==> config.mk <==
export PLATFORM = sky130hd
export DESIGN_NAME = mtarc_ram
export DESIGN_NICKNAME = d
export VERILOG_FILES = /design/src/sv/mtarc_ram.sv
export SDC_FILE = /design/constraint.sdc
export NUM_CORES = 1
export LEC_CHECK = 0
export BUFFER_PORTS_ARGS = -buffer_cell sky130_fd_sc_hd__buf_2
export CORE_AREA = 2 2 187 189
export DETAILED_ROUTE_END_ITERATION = 10
export DIE_AREA = 0 0 189 191
export PLACE_DENSITY_LB_ADDON = 0.2
export SYNTH_ARGS = -nofsm -noshare
export SYNTH_HDL_FRONTEND = slang
export SYNTH_SLANG_ARGS = --single-unit
==> constraint.sdc <==
create_clock -name clk_i -period 2.3 [get_ports clk_i]
set_input_delay 0.23 -clock clk_i [delete_from_list [all_inputs] [get_ports clk_i]]
set_output_delay 0.23 -clock clk_i [all_outputs]
set_load 0.02 [all_outputs]
==> src/sv/mtarc_ram.sv <==
`default_nettype none

module mtarc_ram #(
  parameter int unsigned WIDTH = 8,
  parameter int unsigned DEPTH = 64
) (
  input  wire logic                     clk_i,
  input  wire logic                     we_i,
  input  wire logic [$clog2(DEPTH)-1:0] waddr_i,
  input  wire logic [WIDTH-1:0]         wdata_i,
  input  wire logic                     re_i,
  input  wire logic [$clog2(DEPTH)-1:0] raddr_i,
  output logic      [WIDTH-1:0]         rdata_o
);

  logic [WIDTH-1:0] mem_q [DEPTH];

  always_ff @(posedge clk_i) begin
    if (we_i) begin
      mem_q[waddr_i] <= wdata_i;
    end
    if (re_i) begin
      rdata_o <= mem_q[raddr_i];
    end
  end

endmodule

`default_nettype wire

==> flow_metrics.env, run 1 <==
export IMPL_cp_cell_sequence="mux4_2 -> mux2_2 -> o221a_2 -> nor3_1 -> o32ai_1"
export IMPL_ir_drop_uv=756
export IMPL_syn_nets=963
export IMPL_cp_startpoint="mem_q[29][6]"
export IMPL_seqCellArea_um2=15600
export IMPL_critical_path_top_delay_family="multiplexers"
export IMPL_io_buffers=30
export IMPL_worst_slew_margin_rel_pct=57.4
export IMPL_cts_path_max_buffers=3
export IMPL_multi_input_area_um2=4320
export IMPL_layout_commonest_cell="edfxtp_1"
export IMPL_hold_viol_final=0
export IMPL_yosysWarningCount=0
export IMPL_gp_congestion=0.838
export IMPL_fin_skew_ns=0.0152
export IMPL_synth_sequential_area_ratio_pct=77.1
export IMPL_synth_seq_cells=520
export IMPL_final_antenna_net_count=0
export IMPL_finalMaxSlewViolations=0
export IMPL_synth_enable_flop_cells=520
export IMPL_rsz0062_at_grt="false"
export IMPL_worst_setup_path_end_kind="register"
export IMPL_fillers=2131
export IMPL_dr_pass1_iters=5
export IMPL_yosysUniqueCellTypes=39
export IMPL_die_h_um=191
export IMPL_critPathSlowestCell="mux4_2"
export IMPL_power_density_nw_per_um2=839
export IMPL_final_cell_mix="520 x edfxtp_1, 126 x mux4_2, 126 x buf_4"
export IMPL_maxCapViolations=0
export IMPL_clock_latency_ns=0.56
export IMPL_synthCells=940
export IMPL_cts_htree_levels=2
export IMPL_critPathRequiredTime_ns=2.60
export IMPL_intPower_w=0.0157
export IMPL_pwr_share_seq_pct=53.4
export IMPL_cp_num_buf_inv=0
export IMPL_post_cts_buffers=0
export IMPL_grt_overflow=0
export IMPL_rows=68
export IMPL_setup_viol=0
export IMPL_cpPeakStageDelay_ns=0.48
export IMPL_cts_tree="built"
export IMPL_postCtsHoldBufs=0
export IMPL_viasPerCell=6.26
export IMPL_crit_end="rdata_o[6]"
export IMPL_comb_power_share_pct=5.4
export IMPL_startpoint_type="register"
export IMPL_clk_pin_slew_ns=0.06
export IMPL_r2r_end="rdata_o[6]"
export IMPL_grt_max_degree=41
export IMPL_antenna_found_initial=6
export IMPL_synth_area_per_cell_um2=21.5
export IMPL_outcome="finished clean"
export IMPL_drt_wirelength_per_cell_um=27.3
export IMPL_clock_sinks=520
export IMPL_drt_wl_total_um=44000
export IMPL_drt_initial_drc_count=1175
export IMPL_die_w_um=189
export IMPL_place_inst=1512
export IMPL_boundaryPins=31
export IMPL_async_flop_share_pct=0
export IMPL_fin_area_um2=23500
export IMPL_clkPwrFrac_pct=41.3
export IMPL_drc=0
export IMPL_cts_root_buf="clkbuf_16"
export IMPL_swShare_pct=20.4
export IMPL_grt_pass1_wl_um=66100
export IMPL_fin_crit_sh_pct=98.9
export IMPL_layout_drive_gt1_share_pct=33.4
export IMPL_reg2regPathDepth=5
export IMPL_grt_pass1_vias=10100
export IMPL_path_depth=5
export IMPL_nets=1133
export IMPL_min_delay_path_class="input pin to register"
export IMPL_yosys_most_used_dff="edfxtp_1"
export IMPL_max_freq_ghz=0.439
export IMPL_area_growth_synth_to_final_pct=16.3
export IMPL_worst_pin_slew_ns=0.639
export IMPL_cp_arrival_ns=2.57
export IMPL_holdWs_ns=0.0299
export IMPL_mappedNetlistArea_um2=20200
export IMPL_p_leak_nw=7.66
export IMPL_timing_rr_start="mem_q[29][6]"
export IMPL_critPathMaxFanout=1
export IMPL_stdcell_count=1612
export IMPL_cts_made_buffers=51
export IMPL_core_um2=34100
export IMPL_grt_usage_pct=25.5
export IMPL_die_area_um2=36100
export IMPL_min_period_ns=2.28
export IMPL_reg2reg_slack_ns=0.02
export IMPL_place_hpwl_um=28700
export IMPL_p_switching_w=0.00403
export IMPL_via_count=10100
export IMPL_critPathKind="register to register"
export IMPL_initial_utilization_pct=59.3
export IMPL_ctsResizeCount=0
export IMPL_place_area_um2=21900
[worst reg2reg max path, cell delays in order, from the launching register on]
cell and delay, ns:
edfxtp_1 0.39, mux4_2 0.48, mux2_2 0.27, o221a_2 0.27
nor3_1 0.44, o32ai_1 0.17
[power by group through the flow]
stage	sequential (W)	clock (W)	combinational, W
after floorplan	0.0107	0	0.000559
after global placement	0.0107	0	0.00105
after detailed placement	0.0107	0	0.00106
after CTS	0.0105	0.00825	0.00107
after global routing	0.0105	0.00864	0.00113
final	0.0105	0.00815	0.00106
[metal layers]
metal / wire [um] / track usage, % / part of all wire [%]
met1: 18000 / 37.6 / 41
met2: 20900 / 39.4 / 47
met3: 4160 / 5.91 / 9.5
met5: 13 / 0 / 0.030
met4: 979 / 6.82 / 2.2
[through the flow]
| stage | setup TNS (ns) | worst slack [ns] | power, W | util [%] |
|---|---|---|---|---|
| after floorplan | 0 | 0.264 | 0.0113 | - |
| after global placement | -0.304 | -0.129 | 0.0118 | 64.1 |
| after detailed placement | -0.452 | -0.206 | 0.0118 | 64.1 |
| after CTS | 0 | 0.0537 | 0.0199 | 68.9 |
| after global routing | 0 | 0.0411 | 0.0203 | 69.0 |
| final | 0 | 0.0242 | 0.0198 | 69.0 |
[final cells by class]
cell class,count,share of cell area [%]
Antenna cell,6,0.0638
Tap cell,455,2.42
Clock buffer,63,5.79
Multi-Input combinational cell,369,18.3
Timing Repair Buffer,168,5.84
Sequential cell,520,66.3
Clock inverter,31,1.21
[how the worst min path moves through the flow]
stage | startpoint | end | slack, ns | cells past startpoint
floorplan | wdata_i[0] | mem_q[0][0] | 0.33 | 0
global placement | re_i | rdata_o[6] | 0.60 | 1
detailed placement | re_i | rdata_o[6] | 0.60 | 1
CTS | re_i | rdata_o[6] | 0.006 | 1
global route | re_i | rdata_o[6] | 0.02 | 1
finish | re_i | rdata_o[6] | 0.03 | 1
[state kept, by name (all words and copies together), names as in the netlist]
| register | flops |
|---|---|
| mem_q | 512 |
| rdata_o | 8 |
[logic make-up after synthesis]
family | Yosys count | synth area share (%)
flip-flops | 520 | 77.1
buffers and inverters | 51 | 1.56
multiplexers | 162 | 15.9
AND/OR/NAND/NOR | 153 | 3.37
AO/OA/AOI/OAI | 54 | 2.06
[cell usage after synthesis, types with 4 or more instances]
master / instances / share of area (%)
nor2_1: 83 / 1.5
buf_6: 4 / 0.22
nand3_1: 13 / 0.32
mux2_2: 13 / 0.72
clkbuf_1: 17 / 0.32
buf_2: 11 / 0.27
nor2b_1: 14 / 0.43
edfxtp_1: 520 / 77
mux2i_1: 23 / 1.1
o22ai_1: 8 / 0.25
a221oi_1: 6 / 0.26
mux4_2: 126 / 14
nand2b_1: 7 / 0.22
buf_1: 4 / 0.074
nor3_1: 7 / 0.17
o221ai_1: 8 / 0.35
buf_4: 13 / 0.48
a211oi_1: 4 / 0.15
nand2_1: 19 / 0.35
(Power assumes the default switching activity.)
==> run 2, diff against run 1 <==
SETUP_SLACK_MARGIN = 0.05   (was default)
==> flow_metrics.env, run 2 (synthesis results as in run 1) <==
export IMPL_outcome="finished clean"
export IMPL_grt_pass1_wl_um=66100
export IMPL_layout_commonest_cell="edfxtp_1"
export IMPL_grt_max_degree=41
export IMPL_place_area_um2=21900
export IMPL_top_register="mem_q"
export IMPL_drc=0
export IMPL_cp_cell_sequence="mux4_2 -> mux2_2 -> o221a_2 -> nor3_1 -> o32ai_1"
export IMPL_seqCellArea_um2=15600
export IMPL_cp_arrival_ns=2.42
export IMPL_cpPeakStageDelay_ns=0.47
export IMPL_largest_register_ffs=512
export IMPL_fin_area_um2=23500
export IMPL_io_buffers=30
export IMPL_finish_utilization_pct=69.0
export IMPL_startpoint_type="register"
export IMPL_cts_made_buffers=51
export IMPL_rows=68
export IMPL_clk_pin_slew_ns=0.06
export IMPL_antenna_found_initial=6
export IMPL_finalMaxSlewViolations=0
export IMPL_die_w_um=189
export IMPL_postCtsHoldBufs=0
export IMPL_min_period_ns=2.12
export IMPL_core_um2=34100
export IMPL_critPathKind="register to register"
export IMPL_grt_pass1_vias=10100
export IMPL_initial_utilization_pct=59.3
export IMPL_critPathRequiredTime_ns=2.60
export IMPL_die_area_um2=36100
export IMPL_fin_skew_ns=0.0138
export IMPL_power_density_nw_per_um2=839
export IMPL_hold_viol_final=0
export IMPL_cts_root_buf="clkbuf_16"
export IMPL_clock_latency_ns=0.56
export IMPL_cts_tree="built"
export IMPL_max_freq_ghz=0.471
export IMPL_boundaryPins=31
export IMPL_critPathSlowestCell="mux4_2"
export IMPL_ir_drop_uv=770
export IMPL_holdWs_ns=0.0352
export IMPL_setup_viol=0
export IMPL_via_count=10100
export IMPL_maxCapViolations=0
export IMPL_layout_drive_gt1_share_pct=33.4
export IMPL_cts_path_max_buffers=3
export IMPL_drt_wirelength_per_cell_um=27.4
export IMPL_drt_initial_drc_count=1226
export IMPL_clock_sinks=520
export IMPL_fillers=2131
export IMPL_multi_input_area_um2=4320
export IMPL_min_delay_path_class="input pin to register"
export IMPL_worst_setup_path_end_kind="register"
export IMPL_worst_pin_slew_ns=0.658
export IMPL_critical_path_top_delay_family="multiplexers"
export IMPL_final_cell_mix="520 x edfxtp_1, 126 x mux4_2, 126 x buf_4"
export IMPL_grt_overflow=0
export IMPL_critPathMaxFanout=1
export IMPL_worst_slew_margin_rel_pct=56.1
export IMPL_rsz0062_at_grt="false"
export IMPL_grt_usage_pct=25.5
export IMPL_final_antenna_net_count=0
export IMPL_gp_congestion=0.838
export IMPL_largestRegisters="mem_q (512), rdata_o (8)"
export IMPL_area_growth_synth_to_final_pct=16.3
export IMPL_place_hpwl_um=28700
export IMPL_die_h_um=191
export IMPL_fin_crit_sh_pct=92.2
export IMPL_drt_wl_total_um=44200
export IMPL_viasPerCell=6.28
export IMPL_p_leak_nw=7.66
export IMPL_cts_htree_levels=2
export IMPL_nets=1133
export IMPL_cp_num_buf_inv=0
export IMPL_dr_pass1_iters=6
[run 2: cell counts in the layout (fill, tap and decap cells not counted)]
Identical to the previous run, type by type.
[run 2: report_power, final]
| part | total, W | switching [W] | internal (W) |
|---|---|---|---|
| clock network | 0.00815 | 0.00338 | 0.00477 |
| registers | 0.0105 | 0.0000323 | 0.0105 |
| logic | 0.00106 | 0.000617 | 0.000447 |
[run 2: final timing paths]
| path | slack [ns] | startpoint | endpoint | cells after the start |
|---|---|---|---|---|
| min | 0.04 | re_i | rdata_o[6] | 1 |
| max reg2reg | 0.18 | mem_q[29][4] | rdata_o[4] | 5 |
| max | 0.18 | mem_q[29][4] | rdata_o[4] | 5 |
| min reg2reg | 0.94 | mem_q[31][4] | rdata_o[4] | 3 |
[run 2: cell type report]
| type | count | area share, % |
|---|---|---|
| flip-flops and latches | 520 | 66.3 |
| well taps | 455 | 2.42 |
| clock buffers | 63 | 5.79 |
| multi-input cells | 369 | 18.4 |
| clock inverters | 31 | 1.21 |
| repair buffers | 168 | 5.84 |
| diodes | 6 | 0.0638 |
[run 2: worst register-to-register path, delay by kind of cell, from the launching register on]
family	cells	cell delay (ns)
muxes	2	0.75
DFF	1	0.37
and+or+nand+nor	1	0.34
AOI/OAI and AO/OA	2	0.41
[run 2: what timing repair did]
action | in CTS | in global routing
buffers inserted | 0 | 0
resized for setup | 0 | 1
endpoints found under the setup margin | 0 | 1
[run 2: layer usage]
metal / up-vias / GRT usage [%] / part of all wire, %
li1: 4282 / - / -
met1: 5264 / 37.6 / 41
met2: 507 / 39.4 / 47
met3: 66 / 5.91 / 9.9
met4: 2 / 6.82 / 2.1
met5: - / 0 / 0.029
[run 2: metrics by stage]
| stage | setup WS [ns] | power [W] | TNS (ns) | instances |
|---|---|---|---|---|
| 2_1_floorplan | 0.264 | 0.0113 | 0 | 940 |
| 3_3_place_gp | -0.129 | 0.0118 | -0.304 | 1512 |
| 3_5_place_dp | -0.206 | 0.0118 | -0.452 | 1512 |
| 4_1_cts | 0.0537 | 0.0199 | 0 | 1606 |
| 5_1_grt | 0.148 | 0.0203 | 0 | 1608 |
| 6_report | 0.179 | 0.0198 | 0 | 1612 |
==> run 3, diff against run 2 <==
ABC_AREA = 1   (was default)
CORE_AREA = 2 2 192 194   (was 2 2 187 189)
DIE_AREA = 0 0 194 196   (was 0 0 189 191)
==> flow_metrics.env, run 3 <==
export IMPL_finish_utilization_pct=66.3
export IMPL_finalMaxSlewViolations=0
export IMPL_critPathKind="register to register"
export IMPL_synth_enable_flop_cells=520
export IMPL_fin_skew_ns=0.0210
export IMPL_min_delay_path_class="input pin to register"
export IMPL_clock_latency_ns=0.58
export IMPL_r2r_end="rdata_o[7]"
export IMPL_post_synth_top_count_cell="nand2_1"
export IMPL_boundaryPins=31
export IMPL_drt_wirelength_per_cell_um=21.8
export IMPL_fin_crit_sh_pct=67.3
export IMPL_cts_htree_levels=2
export IMPL_area_growth_synth_to_final_pct=11.6
export IMPL_setup_tns_ns=0
export IMPL_clkPwrFrac_pct=39.1
export IMPL_ctsResizeCount=0
export IMPL_worst_slew_margin_rel_pct=23.2
export IMPL_mappedNetlistArea_um2=21400
export IMPL_async_flop_share_pct=0
export IMPL_die_area_um2=38000
export IMPL_ir_drop_uv=536
export IMPL_synth_sequential_area_ratio_pct=72.9
export IMPL_yosys_most_used_dff="edfxtp_1"
export IMPL_clk_pin_slew_ns=0.07
export IMPL_timing_rr_start="mem_q[47][7]"
export IMPL_gp_congestion=0.874
export IMPL_yosysUniqueCellTypes=15
export IMPL_grt_max_degree=113
export IMPL_p_switching_w=0.00434
export IMPL_cts_tree="built"
export IMPL_cts_made_buffers=51
export IMPL_synth_area_top_cells="edfxtp_1 73%, nand2_1 11%, nand3_1 10%"
export IMPL_p_leak_nw=8.78
export IMPL_rsz0062_at_grt="false"
export IMPL_die_h_um=196
export IMPL_grt_overflow=0
export IMPL_nets=1912
export IMPL_viasPerCell=5.93
export IMPL_cts_root_buf="clkbuf_16"
export IMPL_drt_initial_drc_count=1616
export IMPL_startpoint_type="register"
export IMPL_pwr_share_seq_pct=54.4
export IMPL_yosysWarningCount=0
export IMPL_largest_register_ffs=512
export IMPL_reg2reg_slack_ns=0.75
export IMPL_grt_pass1_wl_um=79300
export IMPL_min_to="rdata_o[3]"
export IMPL_dr_pass1_iters=6
export IMPL_final_antenna_net_count=0
export IMPL_layout_drive_gt1_share_pct=11.1
export IMPL_largestRegisters="mem_q (512), rdata_o (8)"
export IMPL_hold_start="re_i"
export IMPL_hold_viol_final=0
export IMPL_yosys_area_top_type="edfxtp_1"
export IMPL_grt_pass1_vias=13600
export IMPL_place_hpwl_um=31000
export IMPL_via_count=14200
export IMPL_rows=70
export IMPL_syn_nets=1828
export IMPL_cts_path_max_buffers=3
export IMPL_core_um2=36100
export IMPL_reg2regPathDepth=8
export IMPL_grt_usage_pct=27.7
export IMPL_intPower_w=0.0150
export IMPL_min_period_ns=1.55
export IMPL_outcome="finished clean"
export IMPL_post_cts_buffers=0
export IMPL_max_freq_ghz=0.646
export IMPL_critPathRequiredTime_ns=2.61
export IMPL_postCtsHoldBufs=0
export IMPL_io_buffers=30
export IMPL_power_density_nw_per_um2=811
export IMPL_top_register="mem_q"
export IMPL_comb_power_share_pct=6.5
export IMPL_drc=0
export IMPL_critPathMaxFanout=1
export IMPL_synth_area_per_cell_um2=11.9
export IMPL_antenna_found_initial=3
export IMPL_synth_seq_cells=520
export IMPL_layout_commonest_cell="nand2_1"
export IMPL_clock_sinks=520
export IMPL_synthCells=1805
export IMPL_die_w_um=194
export IMPL_power_w=0.0194
export IMPL_initial_utilization_pct=59.4
export IMPL_setup_viol=0
export IMPL_maxCapViolations=0
export IMPL_hold_path_cell_count=1
export IMPL_synth_common_cells="648 x nand2_1, 520 x edfxtp_1, 439 x nand3_1, 56 x nor2_1, 37 x buf_2"
export IMPL_worst_pin_slew_ns=1.15
export IMPL_cp_arrival_ns=1.86
export IMPL_worst_setup_path_end_kind="register"
export IMPL_swShare_pct=22.4
export IMPL_synth_top_area_share_pct=72.9
export IMPL_final_cell_mix="648 x nand2_1, 520 x edfxtp_1, 439 x nand3_1"
export IMPL_drt_wl_total_um=52400
==> run 3: cell types whose count changed in the layout (fill, tap and decap cells not counted), moves of 14 or more <==
cell / before / now
nand2_1: 19 / 648
nor2_1: 83 / 56
nor2b_1: 14 / 0
buf_4: 126 / 100
mux2i_1: 23 / 0
mux4_2: 126 / 0
nand3_1: 13 / 439
==> run 3: logic make-up (layout without fill, tap and decap cells) <==
group / after synthesis / in the layout / share of synthesized area, %
flops: 520 / 520 / 72.9
other cells: 0 / 2 / 0
simple gates: 1160 / 1160 / 23.1
buf+inv: 125 / 249 / 4.01
==> run 3: power groups by stage <==
stage	Sequential, W	Combinational [W]	Clock [W]
5_1_grt	0.0105	0.00138	0.00800
6_report	0.0105	0.00127	0.00758
3_3_place_gp	0.0107	0.00123	0
3_5_place_dp	0.0107	0.00125	0
4_1_cts	0.0105	0.00126	0.00764
2_1_floorplan	0.0107	0.000737	0
==> run 3: worst max-delay path by stage <==
stage	startpoint	endpoint	cells after the start
2_1_floorplan	we_i	mem_q[48][0]	3
6_report	mem_q[47][7]	rdata_o[7]	8
4_1_cts	mem_q[47][7]	rdata_o[7]	8
3_5_place_dp	raddr_i[0]	rdata_o[7]	11
5_1_grt	mem_q[47][7]	rdata_o[7]	8
3_3_place_gp	raddr_i[0]	rdata_o[7]	11
==> run 3: worst max-delay path, stage by stage (launching register included) <==
cell and delay, ns:
edfxtp_1 0.35, nand2_1 0.07, nand3_1 0.12, nand3_1 0.12
nand2_1 0.13, nand2_1 0.10, nand3_1 0.08, nand3_1 0.22
nand2_1 0.08
==> run 3: per-stage QoR <==
| stage | std cells | setup slack (ns) | hold slack [ns] | instance area [um2] |
|---|---|---|---|---|
| 2_1_floorplan | 1805 | 0.304 | 0.329 | 21400 |
| 3_3_place_gp | 2304 | 0.307 | 0.633 | 22400 |
| 3_5_place_dp | 2304 | 0.285 | 0.635 | 22400 |
| 4_1_cts | 2397 | 0.777 | 0.0402 | 23900 |
| 5_1_grt | 2399 | 0.686 | 0.0388 | 23900 |
| 6_report | 2399 | 0.752 | 0.0487 | 23900 |
==> run 3: final cells by class <==
| type | instances | area [um2] |
|---|---|---|
| repair buffers | 144 | 1200 |
| multi-input cells | 1160 | 4950 |
| flip-flops and latches | 520 | 15600 |
| well taps | 468 | 586 |
| clock inverters | 29 | 134 |
| inverters | 12 | 52.6 |
| diodes | 2 | 5.00 |
| clock buffers | 64 | 1370 |
| fillers | 2664 | 12200 |
==> run 3: per-layer routing <==
| layer | part of all wire (%) | GRT usage (%) | vias to the layer above |
|---|---|---|---|
| li1 | - | - | 6528 |
| met1 | 40 | 38.9 | 6819 |
| met2 | 48 | 44.7 | 755 |
| met3 | 9.4 | 4.57 | 112 |
| met4 | 3.1 | 9.18 | 2 |
| met5 | 0.025 | 0 | - |
